**src/scip2_pkg.sv**
```systemverilog
package scip2_pkg;

    localparam int MAX_SAMPLES = 1024;
    localparam int MAX_LINES   = 64;

    localparam int LINE_W = $clog2(MAX_LINES + 2);
    localparam int CNT_W  = $clog2(MAX_SAMPLES + 1);
    localparam int CHAR_W = 7;

    localparam logic [LINE_W-1:0] LINE_ECHO   = LINE_W'(0);
    localparam logic [LINE_W-1:0] LINE_STATUS = LINE_W'(1);
    localparam logic [LINE_W-1:0] LINE_STAMP  = LINE_W'(2);
    localparam logic [LINE_W-1:0] LINE_DATA   = LINE_W'(3);
    localparam logic [LINE_W-1:0] LINE_LIMIT  = LINE_W'(MAX_LINES);

    localparam logic [CNT_W-1:0] SAMPLE_LIMIT = CNT_W'(MAX_SAMPLES);

    localparam logic [CHAR_W-1:0] CHAR_MAX    = 7'd127;
    localparam logic [CHAR_W-1:0] SCAN_POS_HI = 7'd13;
    localparam logic [CHAR_W-1:0] SCAN_POS_LO = 7'd14;

    localparam logic [7:0] CH_LF       = 8'h0A;
    localparam logic [7:0] CH_ZERO     = 8'h30;
    localparam logic [7:0] CH_NINE     = 8'h39;
    localparam logic [7:0] CH_SPACE    = 8'h20;
    localparam logic [7:0] CH_TAB      = 8'h09;
    localparam logic [7:0] CH_CR       = 8'h0D;
    localparam logic [7:0] CH_PLUS     = 8'h2B;
    localparam logic [7:0] CH_M        = 8'h4D;
    localparam logic [7:0] CH_S        = 8'h53;
    localparam logic [7:0] CH_R        = 8'h52;
    localparam logic [7:0] CH_Q        = 8'h51;
    localparam logic [7:0] CH_T        = 8'h54;
    localparam logic [7:0] CH_B        = 8'h42;
    localparam logic [7:0] SUM_OFS     = 8'h30;

    localparam logic KIND_RANGE   = 1'b0;
    localparam logic KIND_SUMMARY = 1'b1;

    typedef enum logic [2:0] {
        CMD_UNKNOWN = 3'd0,
        CMD_MS      = 3'd1,
        CMD_RS      = 3'd2,
        CMD_QT      = 3'd3,
        CMD_BM      = 3'd4
    } cmd_t;

    typedef enum logic [2:0] {
        ERR_NONE       = 3'd0,
        ERR_COMMAND    = 3'd1,
        ERR_STATUS_SUM = 3'd2,
        ERR_TIME_SUM   = 3'd3,
        ERR_DATA_SUM   = 3'd4,
        ERR_OVERFLOW   = 3'd5
    } err_t;

    typedef struct packed {
        logic        result_kind;
        logic [11:0] range_value;
        logic [9:0]  sample_index;
        logic [6:0]  status_code;
        logic [6:0]  scans_left;
        logic [23:0] time_stamp;
        logic [2:0]  error_code;
        logic [10:0] sample_total;
        logic        has_data;
    } res_t;

    function automatic logic is_digit(input logic [7:0] c);
        return (c >= CH_ZERO) && (c <= CH_NINE);
    endfunction

    function automatic logic [6:0] dec1(input logic [7:0] c);
        return is_digit(c) ? {3'b000, c[3:0]} : 7'd0;
    endfunction

    function automatic logic [6:0] dec2(input logic [7:0] a, input logic [7:0] b);
        logic [6:0] ta;
        logic [6:0] tb;
        logic [6:0] res;
        ta = {3'b000, a[3:0]};
        tb = {3'b000, b[3:0]};
        if (is_digit(a))
        begin
            res = is_digit(b) ? (ta << 3) + (ta << 1) + tb : ta;
        end
        else if (a == CH_SPACE || (a >= CH_TAB && a <= CH_CR) || a == CH_PLUS)
        begin
            res = dec1(b);
        end
        else
        begin
            res = 7'd0;
        end
        return res;
    endfunction

    function automatic logic [5:0] six(input logic [7:0] c);
        logic [7:0] d;
        d = c - CH_ZERO;
        return d[5:0];
    endfunction

endpackage

```
**src/scip2_in_if.sv**
```systemverilog
interface scip2_in_if;
    logic       valid;
    logic       ready;
    logic [7:0] rx_byte;

    modport source (output valid, output rx_byte, input ready);
    modport sink (input valid, input rx_byte, output ready);
endinterface

```
**src/scip2_out_if.sv**
```systemverilog
interface scip2_out_if;
    logic        valid;
    logic        ready;
    logic        result_kind;
    logic [11:0] range_value;
    logic [9:0]  sample_index;
    logic [6:0]  status_code;
    logic [6:0]  scans_left;
    logic [23:0] time_stamp;
    logic [2:0]  error_code;
    logic [10:0] sample_total;
    logic        has_data;

    modport source (
        output valid, output result_kind, output range_value, output sample_index,
        output status_code, output scans_left, output time_stamp, output error_code,
        output sample_total, output has_data, input ready
    );
    modport sink (
        input valid, input result_kind, input range_value, input sample_index,
        input status_code, input scans_left, input time_stamp, input error_code,
        input sample_total, input has_data, output ready
    );
endinterface

```
**src/scip2_in_reg.sv**
```systemverilog
module scip2_in_reg (
    input  logic       clk,
    input  logic       rst_n,
    scip2_in_if.sink   rx,
    input  logic       advance,
    output logic       byte_valid,
    output logic [7:0] byte_data
);

    logic       valid_reg;
    logic       valid_next;
    logic [7:0] data_reg;
    logic       load;

    assign rx.ready = !valid_reg || advance;
    assign load     = rx.valid && rx.ready;

    always_comb
    begin
        valid_next = valid_reg;
        if (load)
        begin
            valid_next = 1'b1;
        end
        else if (advance)
        begin
            valid_next = 1'b0;
        end
    end

    always_ff @(posedge clk or negedge rst_n)
    begin
        if (!rst_n)
        begin
            valid_reg <= 1'b0;
        end
        else
        begin
            valid_reg <= valid_next;
        end
    end

    always_ff @(posedge clk)
    begin
        if (load)
        begin
            data_reg <= rx.rx_byte;
        end
    end

    assign byte_valid = valid_reg;
    assign byte_data  = data_reg;

endmodule

```
**src/scip2_parse.sv**
```systemverilog
module scip2_parse (
    input  logic              clk,
    input  logic              rst_n,
    input  logic              step,
    input  logic [7:0]        c,
    output logic              res_valid,
    output scip2_pkg::res_t   res
);

    logic [scip2_pkg::LINE_W-1:0] line_reg, line_next;
    logic [scip2_pkg::CHAR_W-1:0] char_reg, char_next;
    logic [5:0]                   sum_reg, sum_next;
    logic [7:0]                   held_reg, held_next;
    logic                         pair_reg, pair_next;
    logic                         prev_lf_reg, prev_lf_next;
    logic [7:0]                   first_reg, first_next;
    scip2_pkg::cmd_t              cmd_reg, cmd_next;
    logic [6:0]                   scans_reg, scans_next;
    logic [6:0]                   status_reg, status_next;
    logic [23:0]                  stamp_reg, stamp_next;
    scip2_pkg::err_t              err_reg, err_next;
    logic [scip2_pkg::CNT_W-1:0]  cnt_reg, cnt_next;

    logic [5:0]      sum_upd;
    logic [7:0]      sum_chk;
    scip2_pkg::err_t err_eff;

    always_comb
    begin
        line_next    = line_reg;
        char_next    = char_reg;
        sum_next     = sum_reg;
        held_next    = held_reg;
        pair_next    = pair_reg;
        prev_lf_next = prev_lf_reg;
        first_next   = first_reg;
        cmd_next     = cmd_reg;
        scans_next   = scans_reg;
        status_next  = status_reg;
        stamp_next   = stamp_reg;
        err_next     = err_reg;
        cnt_next     = cnt_reg;
        res_valid    = 1'b0;
        res          = '0;
        err_eff      = err_reg;

        sum_upd = (char_reg != '0) ? sum_reg + held_reg[5:0] : sum_reg;
        sum_chk = {2'b00, sum_upd} + scip2_pkg::SUM_OFS;

        if (step)
        begin
            if (c == scip2_pkg::CH_LF)
            begin
                if (prev_lf_reg)
                begin
                    res_valid        = 1'b1;
                    res.result_kind  = scip2_pkg::KIND_SUMMARY;
                    res.status_code  = status_reg;
                    res.scans_left   = (err_reg == scip2_pkg::ERR_NONE) ? scans_reg : 7'd0;
                    res.time_stamp   = stamp_reg;
                    res.error_code   = err_reg;
                    res.sample_total = 11'(cnt_reg);
                    res.has_data     = (line_reg >= scip2_pkg::LINE_DATA);
                    line_next    = '0;
                    char_next    = '0;
                    sum_next     = '0;
                    held_next    = '0;
                    pair_next    = 1'b0;
                    prev_lf_next = 1'b0;
                    first_next   = '0;
                    cmd_next     = scip2_pkg::CMD_UNKNOWN;
                    scans_next   = '0;
                    status_next  = '0;
                    stamp_next   = '0;
                    err_next     = scip2_pkg::ERR_NONE;
                    cnt_next     = '0;
                end
                else
                begin
                    if (err_reg == scip2_pkg::ERR_NONE)
                    begin
                        priority if (line_reg == scip2_pkg::LINE_ECHO)
                        begin
                            if (cmd_reg == scip2_pkg::CMD_UNKNOWN)
                            begin
                                err_next = scip2_pkg::ERR_COMMAND;
                            end
                        end
                        else if (line_reg == scip2_pkg::LINE_STATUS)
                        begin
                            if (char_reg < 7'd3)
                            begin
                                err_next = scip2_pkg::ERR_STATUS_SUM;
                            end
                        end
                        else if (line_reg == scip2_pkg::LINE_STAMP)
                        begin
                            if (char_reg < 7'd5)
                            begin
                                err_next = scip2_pkg::ERR_TIME_SUM;
                            end
                        end
                        else
                        begin
                            if (held_reg != {2'b00, sum_reg} + scip2_pkg::SUM_OFS)
                            begin
                                err_next = scip2_pkg::ERR_DATA_SUM;
                            end
                        end
                    end
                    if (line_reg <= scip2_pkg::LINE_LIMIT)
                    begin
                        line_next = line_reg + 1'b1;
                    end
                    char_next    = '0;
                    sum_next     = '0;
                    held_next    = '0;
                    pair_next    = 1'b0;
                    prev_lf_next = 1'b1;
                end
            end
            else
            begin
                prev_lf_next = 1'b0;
                if (char_reg == '0 && line_reg > scip2_pkg::LINE_LIMIT)
                begin
                    err_eff = scip2_pkg::ERR_OVERFLOW;
                end
                err_next  = err_eff;
                sum_next  = sum_upd;
                held_next = c;
                if (char_reg != scip2_pkg::CHAR_MAX)
                begin
                    char_next = char_reg + 1'b1;
                end
                if (err_eff == scip2_pkg::ERR_NONE)
                begin
                    priority if (line_reg == scip2_pkg::LINE_ECHO)
                    begin
                        if (char_reg == 7'd0)
                        begin
                            first_next = c;
                        end
                        else if (char_reg == 7'd1)
                        begin
                            priority if (first_reg == scip2_pkg::CH_M && c == scip2_pkg::CH_S)
                                cmd_next = scip2_pkg::CMD_MS;
                            else if (first_reg == scip2_pkg::CH_R && c == scip2_pkg::CH_S)
                                cmd_next = scip2_pkg::CMD_RS;
                            else if (first_reg == scip2_pkg::CH_Q && c == scip2_pkg::CH_T)
                                cmd_next = scip2_pkg::CMD_QT;
                            else if (first_reg == scip2_pkg::CH_B && c == scip2_pkg::CH_M)
                                cmd_next = scip2_pkg::CMD_BM;
                            else
                                cmd_next = scip2_pkg::CMD_UNKNOWN;
                        end
                        else if (cmd_reg == scip2_pkg::CMD_MS)
                        begin
                            if (char_reg == scip2_pkg::SCAN_POS_HI)
                            begin
                                scans_next = scip2_pkg::dec1(c);
                            end
                            else if (char_reg == scip2_pkg::SCAN_POS_LO)
                            begin
                                scans_next = scip2_pkg::dec2(held_reg, c);
                            end
                        end
                    end
                    else if (line_reg == scip2_pkg::LINE_STATUS)
                    begin
                        if (char_reg == 7'd0)
                        begin
                            status_next = scip2_pkg::dec1(c);
                        end
                        else if (char_reg == 7'd1)
                        begin
                            status_next = scip2_pkg::dec2(held_reg, c);
                        end
                        else if (char_reg == 7'd2 && c != sum_chk)
                        begin
                            err_next = scip2_pkg::ERR_STATUS_SUM;
                        end
                    end
                    else if (line_reg == scip2_pkg::LINE_STAMP)
                    begin
                        if (char_reg < 7'd4)
                        begin
                            stamp_next = {stamp_reg[17:0], scip2_pkg::six(c)};
                        end
                        else if (char_reg == 7'd4 && c != sum_chk)
                        begin
                            err_next = scip2_pkg::ERR_TIME_SUM;
                        end
                    end
                    else
                    begin
                        if (pair_reg)
                        begin
                            pair_next = 1'b0;
                            if (cnt_reg >= scip2_pkg::SAMPLE_LIMIT)
                            begin
                                err_next = scip2_pkg::ERR_OVERFLOW;
                            end
                            else
                            begin
                                res_valid        = 1'b1;
                                res.result_kind  = scip2_pkg::KIND_RANGE;
                                res.range_value  = {scip2_pkg::six(held_reg), scip2_pkg::six(c)};
                                res.sample_index = 10'(cnt_reg);
                                cnt_next         = cnt_reg + 1'b1;
                            end
                        end
                        else
                        begin
                            pair_next = 1'b1;
                        end
                    end
                end
            end
        end
    end

    always_ff @(posedge clk or negedge rst_n)
    begin
        if (!rst_n)
        begin
            line_reg    <= '0;
            char_reg    <= '0;
            sum_reg     <= '0;
            held_reg    <= '0;
            pair_reg    <= 1'b0;
            prev_lf_reg <= 1'b0;
            first_reg   <= '0;
            cmd_reg     <= scip2_pkg::CMD_UNKNOWN;
            scans_reg   <= '0;
            status_reg  <= '0;
            stamp_reg   <= '0;
            err_reg     <= scip2_pkg::ERR_NONE;
            cnt_reg     <= '0;
        end
        else
        begin
            line_reg    <= line_next;
            char_reg    <= char_next;
            sum_reg     <= sum_next;
            held_reg    <= held_next;
            pair_reg    <= pair_next;
            prev_lf_reg <= prev_lf_next;
            first_reg   <= first_next;
            cmd_reg     <= cmd_next;
            scans_reg   <= scans_next;
            status_reg  <= status_next;
            stamp_reg   <= stamp_next;
            err_reg     <= err_next;
            cnt_reg     <= cnt_next;
        end
    end

endmodule

```
**src/scip2_out_reg.sv**
```systemverilog
module scip2_out_reg (
    input  logic            clk,
    input  logic            rst_n,
    input  logic            advance,
    input  logic            res_valid,
    input  scip2_pkg::res_t res,
    output logic            free,
    scip2_out_if.source     result
);

    logic            valid_reg;
    logic            valid_next;
    scip2_pkg::res_t data_reg;

    assign free = !valid_reg || result.ready;

    always_comb
    begin
        valid_next = valid_reg;
        if (advance)
        begin
            valid_next = res_valid;
        end
        else if (result.ready)
        begin
            valid_next = 1'b0;
        end
    end

    always_ff @(posedge clk or negedge rst_n)
    begin
        if (!rst_n)
        begin
            valid_reg <= 1'b0;
        end
        else
        begin
            valid_reg <= valid_next;
        end
    end

    always_ff @(posedge clk)
    begin
        if (advance && res_valid)
        begin
            data_reg <= res;
        end
    end

    assign result.valid        = valid_reg;
    assign result.result_kind  = data_reg.result_kind;
    assign result.range_value  = data_reg.range_value;
    assign result.sample_index = data_reg.sample_index;
    assign result.status_code  = data_reg.status_code;
    assign result.scans_left   = data_reg.scans_left;
    assign result.time_stamp   = data_reg.time_stamp;
    assign result.error_code   = data_reg.error_code;
    assign result.sample_total = data_reg.sample_total;
    assign result.has_data     = data_reg.has_data;

endmodule

```
**src/scip2_response_deframer.sv**
```systemverilog
// path: a byte goes from the input register through the parse step into the result register
// throughput: one byte per cycle while the result register is free, limited by the single
// parse step between the input register and the result register
// reset (rst_n, async, active low) empties both registers and clears all parse state
// parse state also clears after every end-of-message summary
module scip2_response_deframer (
    input  logic        clk,
    input  logic        rst_n,
    scip2_in_if.sink    rx,
    scip2_out_if.source result
);

    logic            byte_valid;
    logic [7:0]      byte_data;
    logic            free;
    logic            advance;
    logic            res_valid;
    scip2_pkg::res_t res;

    assign advance = byte_valid && free;

    scip2_in_reg u_in_reg (
        .clk        (clk),
        .rst_n      (rst_n),
        .rx         (rx),
        .advance    (advance),
        .byte_valid (byte_valid),
        .byte_data  (byte_data)
    );

    scip2_parse u_parse (
        .clk       (clk),
        .rst_n     (rst_n),
        .step      (advance),
        .c         (byte_data),
        .res_valid (res_valid),
        .res       (res)
    );

    scip2_out_reg u_out_reg (
        .clk       (clk),
        .rst_n     (rst_n),
        .advance   (advance),
        .res_valid (res_valid),
        .res       (res),
        .free      (free),
        .result    (result)
    );

endmodule
```
**src/flat_wrapper.sv**
```systemverilog
// flat-port wrapper written by rule: the top's interface ports become plain ports
module scip2_response_deframer_flat 
  (clk, rst_n, rx_valid, rx_rx_byte, rx_ready, result_valid, result_result_kind, result_range_value, result_sample_index, result_status_code, result_scans_left, result_time_stamp, result_error_code, result_sample_total, result_has_data, result_ready);
  scip2_in_if rx_i ();
  scip2_out_if result_i ();
  input  logic clk;
  input  logic rst_n;
  input wire logic [$bits(rx_i.valid)-1:0] rx_valid;
  input wire logic [$bits(rx_i.rx_byte)-1:0] rx_rx_byte;
  output wire logic [$bits(rx_i.ready)-1:0] rx_ready;
  output wire logic [$bits(result_i.valid)-1:0] result_valid;
  output wire logic [$bits(result_i.result_kind)-1:0] result_result_kind;
  output wire logic [$bits(result_i.range_value)-1:0] result_range_value;
  output wire logic [$bits(result_i.sample_index)-1:0] result_sample_index;
  output wire logic [$bits(result_i.status_code)-1:0] result_status_code;
  output wire logic [$bits(result_i.scans_left)-1:0] result_scans_left;
  output wire logic [$bits(result_i.time_stamp)-1:0] result_time_stamp;
  output wire logic [$bits(result_i.error_code)-1:0] result_error_code;
  output wire logic [$bits(result_i.sample_total)-1:0] result_sample_total;
  output wire logic [$bits(result_i.has_data)-1:0] result_has_data;
  input wire logic [$bits(result_i.ready)-1:0] result_ready;
  assign rx_i.valid = rx_valid;
  assign rx_i.rx_byte = rx_rx_byte;
  assign rx_ready = rx_i.ready;
  assign result_valid = result_i.valid;
  assign result_result_kind = result_i.result_kind;
  assign result_range_value = result_i.range_value;
  assign result_sample_index = result_i.sample_index;
  assign result_status_code = result_i.status_code;
  assign result_scans_left = result_i.scans_left;
  assign result_time_stamp = result_i.time_stamp;
  assign result_error_code = result_i.error_code;
  assign result_sample_total = result_i.sample_total;
  assign result_has_data = result_i.has_data;
  assign result_i.ready = result_ready;
  scip2_response_deframer u_core (.clk(clk), .rst_n(rst_n), .rx(rx_i), .result(result_i));
endmodule
```
**config.mk**
```make
export PLATFORM = sky130hd
export DESIGN_NAME = scip2_response_deframer_flat
export DESIGN_NICKNAME = d
export VERILOG_FILES = /design/src/scip2_pkg.sv /design/src/scip2_in_if.sv /design/src/scip2_out_if.sv /design/src/scip2_in_reg.sv /design/src/scip2_parse.sv /design/src/scip2_out_reg.sv /design/src/scip2_response_deframer.sv /design/src/flat_wrapper.sv
export SDC_FILE = /design/constraint.sdc
export NUM_CORES = 1
export LEC_CHECK = 0
export ABC_AREA = 1
export BUFFER_PORTS_ARGS = -buffer_cell sky130_fd_sc_hd__buf_2
export CAP_MARGIN = 40
export CORE_MARGIN = 2
export CORE_UTILIZATION = 35
export CTS_CLUSTER_SIZE = 8
export DETAILED_ROUTE_END_ITERATION = 16
export GPL_ROUTABILITY_DRIVEN = 0
export PLACE_DENSITY = 0.62
export REMOVE_ABC_BUFFERS = 1
export SYNTH_ARGS = -nofsm -noshare
export SYNTH_HDL_FRONTEND = slang
export SYNTH_HIERARCHICAL = 1
export SYNTH_SLANG_ARGS = --single-unit
```
**constraint.sdc**
```tcl
create_clock -name clk -period 3.48 [get_ports clk]
set_input_delay 0.696 -clock clk [delete_from_list [all_inputs] [get_ports clk]]
set_output_delay 0.696 -clock clk [all_outputs]
set_load 0.01 [all_outputs]
```
==> results_dict.tcl <==
set metrics [dict create \
    dieArea_mm2 0.0264 \
    synth-edff-count 84 \
    drcViolationCount 0 \
    post_drt_via_cell_ratio 4.86 \
    outcome "finished, final reports clean" \
    cts.htree.levels 4 \
    portBuffers 89 \
    post-cts-setup-buffer-count 0 \
    rsz0062_at_grt "false" \
    grt_max_degree 59 \
    clkTransAtPathRegs_ps 70 \
    min_period_ps 3110 \
    yosysWarnings 6 \
    io_pins 90 \
    first_iter_violations 509 \
    dp_hpwl_um 14700 \
    coreArea_mm2 0.0250 \
    worst_ep_required_time_ps 3800 \
    path_cells "ha_4 -> a21oi_1 -> nand2_1 -> nand2_1 -> nand2_1 -> a21oi_1 -> o21ai_0 -> a21oi_1 -> xor2_1 -> ha_1 -> xnor2_1 -> nor2_1 -> nand2_1 -> inv_1 -> nand2_1 -> nor2_1 -> nand2_1 -> nand2_1 -> nand2_1 -> nand2_1 -> nand2_1 -> nand2_1 -> a21oi_1" \
    antenna_cells 0 \
    worst_setup_path_start_kind "flop" \
    first_pass_iters 6 \
    die_width_um 163 \
    drv_cap 0 \
    cts_tree "built" \
    ir_drop_mv 0.266 \
    leakagePower_nw 4.95 \
    clockBufferDepth 2 \
    synth_area_mm2 0.00880 \
    rows 58 \
    clock-skew-final_ps 9.68 \
    grt_usage_pct 16.2 \
    synthFlopType "dfrtp_1" \
    drive_gt1_share_pct 17.3 \
    vias 6725 \
    grt_pass1_vias 6645 \
    synth_fa_ha_area_share_pct 4.95 \
    fin_crit_sh_pct 89.3 \
    muxShareOfSynthArea_pct 0 \
    worstPathBufferInverterCount 1 \
    synth_xor_area_share_pct 0.896 \
    start_util_pct 35.3 \
    slew_headroom_pct 51.1 \
    syn_inst 939 \
    clk_latency_ps 440 \
    crit_fanout 5 \
    gr-total-overflow 0 \
    cp_slowest_cell "dfrtp_1" \
    hold_violations 0 \
    crit_family "simple AND/OR/NAND/NOR gates" \
    synth_cell_types 50 \
    ys_seq_elements 179 \
    fmax_ghz 0.322 \
    synth_top_cell_by_area "edfxtp_1" \
    crit_path_end_kind "flop" \
    netlist.area_leader.share_pct 28.7 \
    final_cells 1383 \
    grt_pass1_wl_um 33700 \
    max_stage_delay_ps 450 \
    synth_top_family_by_area "simple AND/OR/NAND/NOR gates" \
    hold_class "in -> async" \
    post_cts_resized 0 \
    setup_viol 0 \
    synth.avg_cell_area_um2 9.37 \
    ant_nets 0 \
    slew_violations 0 \
    synth-compound-area-share_pct 9.79 \
    wl_um 20400 \
    power.total_mw 5.22 \
    hold_buffers 0 \
    die_h_um 163 \
    worstSetupPathType "reg -> reg" \
    wl_per_cell_um 14.7 \
    nNetsFinal 1085 \
    worstMarginPinSlew_ps 734 \
    fill_cells 2466 \
    utilization_pct 41.2 \
    path_common_cell "nand2_1" \
    clock-sinks 179 \
    reg2reg_slack_ps 370 \
    worstPathArrival_ps 3420 \
    root_buffer "clkbuf_16" \
    async_reset_ff_share_pct 53.1 \
    power.density_mw_per_mm2 508 \
    antenna_found_initial 0 \
    dpl.cell_count 1351 \
    area_growth_syn_to_layout_pct 16.8 \
    yosys.area_share.simple_pct 20.9 \
    synth.area.top_cells "edfxtp_1, dfrtp_1, nand2_1, inv_1, nor2_1" \
    yosysSeqAreaShare_pct 55.7 \
    numCtsBuffers 17 \
]
==> synth_stat cells, types with 4 or more instances <==
cell / count
nor4_1: 5
inv_1: 134
nand4_1: 7
nor2_2: 6
o21ai_2: 5
a22oi_1: 5
edfxtp_1: 84
nor2_1: 125
nand3_1: 79
clkbuf_1: 10
a21oi_1: 31
a31oi_1: 4
dfrtp_1: 95
nor3_1: 18
xor2_1: 7
o31ai_1: 6
buf_6: 4
o22ai_1: 9
nor2_4: 4
inv_2: 8
o21ai_0: 72
nand2_1: 139
ha_1: 30
a21oi_2: 5
==> through the flow <==
stage	cell area, um2	TNS, ps	hold WS [ps]	setup slack [ps]
floorplan	8680	-66430	400	-874
global placement	9680	0	472	451
detailed placement	9700	0	468	403
CTS	10300	0	250	349
global route	10300	0	272	5.80
finish	10300	0	242	374
==> metal layers <==
| metal | GRT usage, % | wire (um) |
|---|---|---|
| met3 | 3.90 | 1270 |
| met4 | 5.19 | 290 |
| met1 | 22.2 | 9570 |
| met2 | 25.5 | 9250 |
| met5 | 0 | 0 |
==> final timing paths <==
kind | startpoint | end | depth (start not counted)
worst max-delay path | u_core/u_parse/sum_reg[2] | u_core/u_parse/err_reg[0] | 23
worst min-delay path | rst_n | u_core/u_parse/char_reg[6] | 1
worst max register to register | u_core/u_parse/sum_reg[2] | u_core/u_parse/err_reg[0] | 23
worst min register to register | u_core/u_parse/scans_reg[5] | u_core/u_parse/scans_reg[5] | 2
max in group asynchronous | rst_n | u_core/u_parse/status_reg[1] | 2
min in group clk | rx_rx_byte[5] | u_core/u_in_reg/byte_data[5] | 1
==> area by class of cell <==
type / instances / area, um2 / area share, %
inverter: 146 / 558 / 5.43
clock buffer: 18 / 429 / 4.17
tap: 330 / 413 / 4.02
sequential: 179 / 4900 / 47.7
multi-input combinational: 592 / 3230 / 31.4
timing repair buffer: 104 / 611 / 5.94
clock inverter: 14 / 141 / 1.38
==> worst register-to-register path: stages (launching register included) <==
cell     delay [ps]
dfrtp_1         450
ha_4            290
a21oi_1         170
nand2_1          70
nand2_1         120
nand2_1          70
a21oi_1         160
o21ai_0         100
a21oi_1         160
xor2_1          230
ha_1            280
xnor2_1         130
nor2_1          100
nand2_1          50
inv_1            40
nand2_1          50
nor2_1           70
nand2_1          90
nand2_1          70
nand2_1          50
nand2_1          70
nand2_1          50
nand2_1          50
a21oi_1          50
==> power breakdown <==
part	internal, mW	total [mW]	leakage, nW	switching, mW
logic	0.344	0.926	2.78	0.582
registers	2.31	2.44	1.89	0.135
clock network	0.953	1.85	0.275	0.900
total	3.60	5.22	4.95	1.62
==> cells by family after synthesis <==
family | count (synthesis)
XOR/XNOR | 9
flip-flops | 179
adder cells (fa/ha/maj) | 33
AO/OA/AOI/OAI | 150
AND/OR/NAND/NOR | 400
buffers and inverters | 168
==> layout by cell type, fill, tap and decap left out, drive strengths merged, types with 6 or more instances in the layout <==
cell / count
nor3: 22
edfxtp: 84
clkinv: 6
nand3: 81
nand4: 8
o21ai: 80
xor2: 7
buf: 104
nand2: 143
o22ai: 9
dfrtp: 95
nor2: 138
clkbuf: 18
inv: 152
a21oi: 36
ha: 30
o31ai: 6
Note: power is estimated with default switching activity, not from simulation.
